File: src/rtl/utf8_codepoint_decoder_assert.svh
// ----------------------------------------------------------------------------
// UTF-8 decoder assertion macros
// Concurrent checks that use the clock clk and the reset rst in scope.
// ----------------------------------------------------------------------------
`ifndef UTF8_CODEPOINT_DECODER_ASSERT_SVH
`define UTF8_CODEPOINT_DECODER_ASSERT_SVH

// Consequent must hold in the same cycle as the antecedent.
`define UTF8D_ASSERT_NOW(label, ante, cons, msg) \
  label: assert property (@(posedge clk) disable iff (rst) (ante) |-> (cons)) \
    else $error(msg);

// Consequent must hold in the cycle after the antecedent.
`define UTF8D_ASSERT_NEXT(label, ante, cons, msg) \
  label: assert property (@(posedge clk) disable iff (rst) (ante) |=> (cons)) \
    else $error(msg);

`endif

File: src/rtl/utf8d_pkg.sv
// ----------------------------------------------------------------------------
// UTF-8 decoder package
// Shared types and constants for the UTF-8 codepoint decoder.
// ----------------------------------------------------------------------------
package utf8d_pkg;

  localparam int unsigned CP_W    = 21;
  localparam int unsigned BYTE_W  = 8;
  localparam int unsigned COUNT_W = 3;   // up to four results per byte

  localparam logic [CP_W-1:0] REPLACEMENT  = 21'h00FFFD;
  localparam logic [CP_W-1:0] CP_MAX       = 21'h10FFFF;
  localparam logic [CP_W-1:0] SURR_LO      = 21'h00D800;
  localparam logic [CP_W-1:0] SURR_HI      = 21'h00DFFF;
  localparam logic [CP_W-1:0] MIN_LEN2     = 21'h000080;
  localparam logic [CP_W-1:0] MIN_LEN3     = 21'h000800;
  localparam logic [CP_W-1:0] MIN_LEN4     = 21'h010000;

  localparam logic [2:0] SEQ_NONE = 3'd0;
  localparam logic [2:0] SEQ_LEN2 = 3'd2;
  localparam logic [2:0] SEQ_LEN3 = 3'd3;
  localparam logic [2:0] SEQ_LEN4 = 3'd4;

  // Open multi-byte sequence
  typedef struct packed {
    logic [CP_W-1:0] partial_value;
    logic [2:0]      sequence_length;
    logic [1:0]      bytes_held;
  } seq_state_t;

  localparam seq_state_t SEQ_IDLE = '{partial_value: '0, sequence_length: SEQ_NONE,
                                      bytes_held: 2'd0};

  // Results of one byte: count-1 replacements, then cp_last
  typedef struct packed {
    logic [COUNT_W-1:0] count;
    logic [CP_W-1:0]    cp_last;
  } burst_t;

endpackage

File: src/rtl/utf8_codepoint_decoder.sv
// ----------------------------------------------------------------------------
// UTF-8 codepoint decoder
// Turns a UTF-8 byte stream into Unicode scalars, one U+FFFD per bad byte.
// ----------------------------------------------------------------------------
//   channel | handshake           | per request
//   --------+---------------------+------------------------------------------
//   input   | in_valid in_ready   | in_byte, end_of_text
//   output  | out_valid out_ready | codepoint, run_last (last of a byte's burst)
//
// An accepted byte passes the input register, then is decoded into the result
// register, which sends one result per cycle while out_ready is high; a byte
// that yields several results holds input until its last result leaves, and
// ASCII text then flows at one byte per cycle. Reset closes any open sequence
// and empties both registers. Output stalls back up through the input register.
module utf8_codepoint_decoder (
  input  logic                             clk,
  input  logic                             rst,
  input  logic                             in_valid,
  output logic                             in_ready,
  input  logic [utf8d_pkg::BYTE_W-1:0]     in_byte,
  input  logic                             end_of_text,
  output logic                             out_valid,
  input  logic                             out_ready,
  output logic [utf8d_pkg::CP_W-1:0]       codepoint,
  output logic                             run_last
);

  `include "utf8_codepoint_decoder_assert.svh"

  logic                          q_valid;
  logic [utf8d_pkg::BYTE_W-1:0]  q_byte;
  logic                          q_eot;
  utf8d_pkg::seq_state_t         state;
  utf8d_pkg::seq_state_t         state_next;
  utf8d_pkg::burst_t             burst;
  logic                          load_ready;
  logic                          advance;
  logic                          seq_open;
  logic                          held_ok;
  logic                          cp_legal;

  assign advance  = q_valid && load_ready;
  assign in_ready = !q_valid || load_ready;

  always_ff @(posedge clk) begin
    if (rst) begin
      q_valid <= 1'b0;
    end else if (in_valid && in_ready) begin
      q_valid <= 1'b1;
    end else if (advance) begin
      q_valid <= 1'b0;
    end
  end

  always_ff @(posedge clk) begin
    if (in_valid && in_ready) begin
      q_byte <= in_byte;
      q_eot  <= end_of_text;
    end
  end

  // Advance the open sequence only when the byte moves on
  always_ff @(posedge clk) begin
    if (rst) begin
      state <= utf8d_pkg::SEQ_IDLE;
    end else if (advance) begin
      state <= state_next;
    end
  end

  utf8d_decode u_decode (
    .in_byte     (q_byte),
    .end_of_text (q_eot),
    .state       (state),
    .state_next  (state_next),
    .burst       (burst)
  );

  utf8d_emit u_emit (
    .clk        (clk),
    .rst        (rst),
    .load       (q_valid),
    .burst      (burst),
    .load_ready (load_ready),
    .out_valid  (out_valid),
    .out_ready  (out_ready),
    .codepoint  (codepoint),
    .run_last   (run_last)
  );

  assign seq_open = (state.sequence_length != utf8d_pkg::SEQ_NONE);
  assign held_ok  = (state.bytes_held != 2'd0) &&
                    ({1'b0, state.bytes_held} < state.sequence_length);
  assign cp_legal = (codepoint <= utf8d_pkg::CP_MAX) &&
                    ((codepoint < utf8d_pkg::SURR_LO) || (codepoint > utf8d_pkg::SURR_HI));

  `UTF8D_ASSERT_NOW(a_held_in_range, seq_open, held_ok, "open sequence holds a bad byte count")
  `UTF8D_ASSERT_NEXT(a_eot_closes, advance && q_eot, !seq_open, "sequence left open after end of text")
  `UTF8D_ASSERT_NOW(a_scalar_legal, out_valid, cp_legal, "result is not a Unicode scalar")

endmodule

File: src/rtl/utf8d_decode.sv
// ----------------------------------------------------------------------------
// UTF-8 decoder byte step
// Combinational decode of one byte against the open sequence; gives the
// result burst and the next sequence state.
// ----------------------------------------------------------------------------
module utf8d_decode (
  input  logic [utf8d_pkg::BYTE_W-1:0] in_byte,
  input  logic                         end_of_text,
  input  utf8d_pkg::seq_state_t        state,
  output utf8d_pkg::seq_state_t        state_next,
  output utf8d_pkg::burst_t            burst
);

  logic                          is_cont;
  logic                          f_count;
  logic [utf8d_pkg::CP_W-1:0]    f_cp;
  logic                          f_open;
  utf8d_pkg::seq_state_t         f_state;
  logic [utf8d_pkg::CP_W-1:0]    v;
  logic [2:0]                    held_inc;
  logic                          complete;
  logic [utf8d_pkg::CP_W-1:0]    min_val;
  logic                          bad;

  assign is_cont  = (in_byte[7:6] == 2'b10);
  assign v        = {state.partial_value[utf8d_pkg::CP_W-7:0], in_byte[5:0]};
  assign held_inc = {1'b0, state.bytes_held} + 3'd1;
  assign complete = (held_inc >= state.sequence_length);

  always_comb begin
    case (state.sequence_length)
      utf8d_pkg::SEQ_LEN2: min_val = utf8d_pkg::MIN_LEN2;
      utf8d_pkg::SEQ_LEN3: min_val = utf8d_pkg::MIN_LEN3;
      default:             min_val = utf8d_pkg::MIN_LEN4;
    endcase
  end

  assign bad = (v < min_val) || (v > utf8d_pkg::CP_MAX) ||
               (v inside {[utf8d_pkg::SURR_LO:utf8d_pkg::SURR_HI]});

  // Decode the byte as if no sequence were open
  always_comb begin
    f_count = 1'b1;
    f_cp    = utf8d_pkg::REPLACEMENT;
    f_open  = 1'b0;
    f_state = utf8d_pkg::SEQ_IDLE;
    if (!in_byte[7]) begin
      f_cp = {{(utf8d_pkg::CP_W-utf8d_pkg::BYTE_W){1'b0}}, in_byte};
    end else if (in_byte[7:5] == 3'b110) begin
      f_open  = 1'b1;
      f_state = '{partial_value: {16'd0, in_byte[4:0]},
                  sequence_length: utf8d_pkg::SEQ_LEN2, bytes_held: 2'd1};
    end else if (in_byte[7:4] == 4'b1110) begin
      f_open  = 1'b1;
      f_state = '{partial_value: {17'd0, in_byte[3:0]},
                  sequence_length: utf8d_pkg::SEQ_LEN3, bytes_held: 2'd1};
    end else if (in_byte[7:3] == 5'b11110) begin
      f_open  = 1'b1;
      f_state = '{partial_value: {18'd0, in_byte[2:0]},
                  sequence_length: utf8d_pkg::SEQ_LEN4, bytes_held: 2'd1};
    end
    // A lead that opens a sequence gives no result yet; on end of text it truncates
    if (f_open) begin
      if (end_of_text) begin
        f_open  = 1'b0;
        f_state = utf8d_pkg::SEQ_IDLE;
      end else begin
        f_count = 1'b0;
      end
    end
  end

  always_comb begin
    burst.count   = '0;
    burst.cp_last = utf8d_pkg::REPLACEMENT;
    state_next    = state;
    if (state.sequence_length != utf8d_pkg::SEQ_NONE) begin
      if (is_cont) begin
        if (complete) begin
          if (bad) begin
            burst.count = state.sequence_length;
          end else begin
            burst.count   = 3'd1;
            burst.cp_last = v;
          end
          state_next = utf8d_pkg::SEQ_IDLE;
        end else if (end_of_text) begin
          burst.count = held_inc;
          state_next  = utf8d_pkg::SEQ_IDLE;
        end else begin
          state_next.partial_value = v;
          state_next.bytes_held    = held_inc[1:0];
        end
      end else begin
        // Flush the broken sequence, then decode the byte afresh
        burst.count   = {1'b0, state.bytes_held} + {2'b00, f_count};
        burst.cp_last = f_count ? f_cp : utf8d_pkg::REPLACEMENT;
        state_next    = f_open ? f_state : utf8d_pkg::SEQ_IDLE;
      end
    end else begin
      burst.count   = {2'b00, f_count};
      burst.cp_last = f_cp;
      state_next    = f_open ? f_state : utf8d_pkg::SEQ_IDLE;
    end
  end

endmodule

File: src/rtl/utf8d_emit.sv
// ----------------------------------------------------------------------------
// UTF-8 decoder result register
// Holds one burst and hands out its results one per cycle while out_ready is high.
// ----------------------------------------------------------------------------
module utf8d_emit (
  input  logic                        clk,
  input  logic                        rst,
  input  logic                        load,
  input  utf8d_pkg::burst_t           burst,
  output logic                        load_ready,
  output logic                        out_valid,
  input  logic                        out_ready,
  output logic [utf8d_pkg::CP_W-1:0]  codepoint,
  output logic                        run_last
);

  logic [utf8d_pkg::COUNT_W-1:0] remaining;
  logic [utf8d_pkg::CP_W-1:0]    cp_last;

  assign out_valid  = (remaining != '0);
  assign run_last   = (remaining == utf8d_pkg::COUNT_W'(1));
  assign codepoint  = run_last ? cp_last : utf8d_pkg::REPLACEMENT;
  // Take a new burst when empty or once the last result leaves
  assign load_ready = !out_valid || (run_last && out_ready);

  always_ff @(posedge clk) begin
    if (rst) begin
      remaining <= '0;
    end else if (load && load_ready) begin
      remaining <= burst.count;
    end else if (out_valid && out_ready) begin
      remaining <= remaining - utf8d_pkg::COUNT_W'(1);
    end
  end

  always_ff @(posedge clk) begin
    if (load && load_ready) begin
      cp_last <= burst.cp_last;
    end
  end

endmodule

File: config.mk
export PLATFORM = sky130hd
export DESIGN_NAME = utf8_codepoint_decoder
export DESIGN_NICKNAME = d
export VERILOG_FILES = /design/src/rtl/utf8d_pkg.sv /design/src/rtl/utf8_codepoint_decoder.sv /design/src/rtl/utf8d_decode.sv /design/src/rtl/utf8d_emit.sv
export VERILOG_INCLUDE_DIRS = /design/src /design/src/rtl
export SDC_FILE = /design/constraint.sdc
export NUM_CORES = 1
export LEC_CHECK = 0
export BUFFER_PORTS_ARGS = -buffer_cell sky130_fd_sc_hd__buf_4
export CORE_MARGIN = 10
export CORE_UTILIZATION = 40
export CTS_BUF_LIST = sky130_fd_sc_hd__clkbuf_8
export DETAILED_ROUTE_END_ITERATION = 16
export PLACE_DENSITY = 0.7
export SLEW_MARGIN = 20
export SYNTH_ARGS = -nofsm -noshare
export SYNTH_HDL_FRONTEND = slang
export SYNTH_HIERARCHICAL = 1
export SYNTH_SLANG_ARGS = --single-unit
File: constraint.sdc
create_clock -name clk -period 2.56 [get_ports clk]
set_input_delay 0 -clock clk [delete_from_list [all_inputs] [get_ports clk]]
set_output_delay 0 -clock clk [all_outputs]
set_load 0.01 [all_outputs]
**Yosys cells after proc, flatten, opt, wreduce, memory -nomap -nowiden**

Index checks and enable logic that the tools add are counted.
W data, S select, Z words.

- Register bits after elaboration: 54
- Latch bits: 0
- Bits in writable memories: 0
- ROM bits: 0
- Output and inout bits: 24
- Logic and storage cells: 76
- Memories kept: 0

- $add $sub $neg: 3
- Multiply operators: 0
- Div/mod/pow operators: 0
- Order comparisons: 5
- Equal/unequal tests: 8
- Shift operators: 0
- Muxes and demuxes: 36
- Bitwise operators: 0
- Reductions and logical operators: 16

Operator list:

| cell | count |
|---|---|
| $mux W20 | 8 |
| $mux W21 | 3 |
| $mux W24 | 2 |
| $pmux W17 S2 | 1 |
| $mux W16 | 2 |
| $ge A21 B16 Y1 const B | 1 |
| $gt A21 B21 Y1 const B | 1 |
| $le A21 B16 Y1 const B | 1 |
| $lt A21 B17 Y1 | 1 |
| $mux W3 | 6 |
| $mux W15 | 1 |
| $mux W1 | 10 |
| $mux W9 | 1 |
| $mux W8 | 1 |
| $eq A3 B2 Y1 const B | 2 |
| $reduce_bool A3 Y1 | 2 |
| $eq A5 B5 Y1 const B | 1 |
| $logic_and A1 B1 Y1 | 5 |
| $eq A4 B4 Y1 const B | 1 |
| $logic_or A1 B1 Y1 | 4 |
| $ne A4 B4 Y1 const B | 1 |
| $reduce_bool A2 Y1 | 2 |
| $add A2 B1 Y3 | 1 |
| $add A2 B1 Y3 const B | 1 |
| other kinds (8) | 9 |

**Longest topological paths before layout**

- Depth in word-level cells: 10
- Mapped depth: 11

**Cells and area by module**

The synthesis kept the hierarchy.

By module, submodules not included:

| module | times used | cells an instance | area an instance (um^2) |
|---|---|---|---|
| utf8_codepoint_decoder | 1 | 133 | 1564.0 |
| utf8d_emit | 1 | 77 | 1028.5 |
| utf8d_decode | 1 | 124 | 852.1 |

**Least setup slack after synthesis**

Ideal clock, no wire load.

- Kind: reg-to-reg
- Start point: register state[3] (netlist name)
- End point: register u_emit/cp_last[6] in the netlist's numbering, data pin
- Arrival time: 2102 ps
- Required time: 2305 ps
- Path slack: 203 ps
- Stages on the path, launching flop included: 10
- Path buffers: 1
- Clock period less this slack: 2357 ps
- Cell sequence: dfxtp_1 -> nor2b_1 -> nand2_1 -> ha_1 -> nand2_1 -> a31o_2 -> and3_4 -> or4b_1 -> buf_6 -> o22a_2

RTL lines:

| element | line | source |
|---|---|---|
| end signal, assigned | utf8d_emit.sv:38 | `cp_last <= burst.cp_last;` |
| end, declared | utf8d_emit.sv:18 | `logic [utf8d_pkg::CP_W-1:0] cp_last;` |

==> flow_metrics.tcl <==
set metrics [dict create \
    cp-end-kind "flop" \
    vias 2345 \
    post-cts-setup-buffer-count 0 \
    fin_crit_ps 2382 \
    clock_skew_ps 4.048 \
    place_ws_ps 47.76 \
    status "complete, no violations" \
    cts-root-buf "clkbuf_8" \
    cellPowerDensity_nw_per_um2 739.8 \
    io_buffers 36 \
    drv_cap 0 \
    syn_area_per_cell_um2 10.34 \
    final_hold_viol_count 0 \
    layout_worst_path_cycle_share_pct 93.03 \
    finalWeightedCongestion 0.8846 \
    slew_headroom_pct 60.87 \
    drive_gt1_share_pct 26.99 \
    worstMarginPinSlew_ps 582.5 \
    setup_tns_ps 0 \
    htreeDepth 2 \
    crit_path_start_kind "flop" \
    initial_utilization_pct 40.89 \
    critPathKind "flop to flop" \
    crit_chain "nor2b_1, nand2_1, ha_1, nand2_1, a31o_2, and3_4, or4b_4, o22a_2" \
    totalWireLength_um 6767 \
    cts_tree "done" \
    arrival_ps 2460 \
    grt_max_degree 41 \
    drt_iter0_drc 165 \
    syn_area_um2 3143 \
    slew_viol_final 0 \
    cts_max_path_buffers 2 \
    fmax_mhz 419.9 \
    hold_path_startpoint "rst" \
    drc 0 \
    crit_start "state[3]" \
    vdd_ir_drop_max_mv 0.3898 \
    via_per_inst 5.165 \
    dp_hpwl_um 4909 \
    overflow 0 \
    hold_ws_ps 81.76 \
    fp.dieW_um 108.6 \
    min_path_type "input port to flop" \
    num-nets-final 375 \
    critPathSlowestCell "or4b_4" \
    syn_nets 328 \
    clk_pin_slew_ps 100 \
    worst-path-max-fanout 10 \
    grt_setup_unrepaired "false" \
    crit_required_ps 2630 \
    core.rowCount 32 \
    diodes 0 \
    grt_antenna_before_repair 0 \
    stdcell_area_um2 3721 \
    cts.sinks 54 \
    setup_slack_ps 178.5 \
    ant_nets 0 \
    path_buf_inv 0 \
    syn_to_final_growth_pct 18.39 \
    yosys_warnings 6 \
    r2r_start "state[3]" \
    place_area_um2 3491 \
    die_h_um 108.6 \
    total_power_uw 2753 \
    critical-path-top-delay-family "simple AND/OR/NAND/NOR gates" \
    cts_made_buffers 5 \
    synth_cells 304 \
    clk_latency_ps 310 \
    cpMostUsedCell "nand2_1" \
    power.leakage_uw 0.001379 \
    final_cell_mix "buf_4 (51), edfxtp_1 (30), dfxtp_1 (24)" \
    firstDrtPassIters 4 \
    wl_per_cell_um 14.91 \
    die_area_um2 11800 \
    grt_pass1_wl_um 11170 \
    ios 37 \
    cpPeakStageDelay_ps 560 \
    grt.total_usage_pct 11.68 \
    core-area_um2 7687 \
    n_fill_cell 725 \
    grt_pass1_vias 2242 \
    final-setup-viol-count 0 \
    final_common_cell "buf_4" \
]
## sequential cells by signal (all words and copies together) (netlist names)
signal / cells
u_emit/cp_last: 21
q_byte: 8
state: 20
u_emit/remaining: 3
q_eot: 1
q_valid: 1
## final cells by class
type                            instances  area [µm²]  area share, %
Clock buffer                            5       68.82          1.849
Sequential cell                        54        1381          37.12
Inverter                               10       37.54          1.009
Tap cell                              102       127.6          3.430
Timing Repair Buffer                   62       493.0          13.25
Multi-Input combinational cell        218        1565          42.06
Clock inverter                          3       47.55          1.278
## power by group
group	total, µW	internal, µW	switching, µW
registers	1120	1060	59.8
clock network	593	299	295
logic	1040	412	627
total	2750	1770	982
## metrics by stage
step / util, % / std cells
2_1_floorplan: - / 304
3_3_place_gp: 45.41 / 435
3_5_place_dp: 45.41 / 435
4_1_cts: 48.36 / 454
5_1_grt: 48.40 / 454
6_report: 48.40 / 454
## layer usage
layer  vias up  track usage, %  wire length (µm)
li1       1182               -                 -
met1      1100           15.47              3167
met2        59           18.49              3041
met3         4           2.950               524
met4         0           3.296                33
met5         -               0                 0
## timing repair
action,CTS,global route
resized for setup,0,1
endpoints found under the hold margin,11,0
endpoints found under the setup margin,0,10
hold buffers,11,0
## path summary, 6_finish.rpt
check	slack, ps	end	cells past startpoint
worst max-delay path	180	u_emit/cp_last[6]	8
worst min register to register	480	u_emit/remaining[1]	2
worst min-delay path	80	u_emit/remaining[1]	2
worst max register to register	180	u_emit/cp_last[6]	8
No activity file was read; power rests on OpenSTA's default activity.
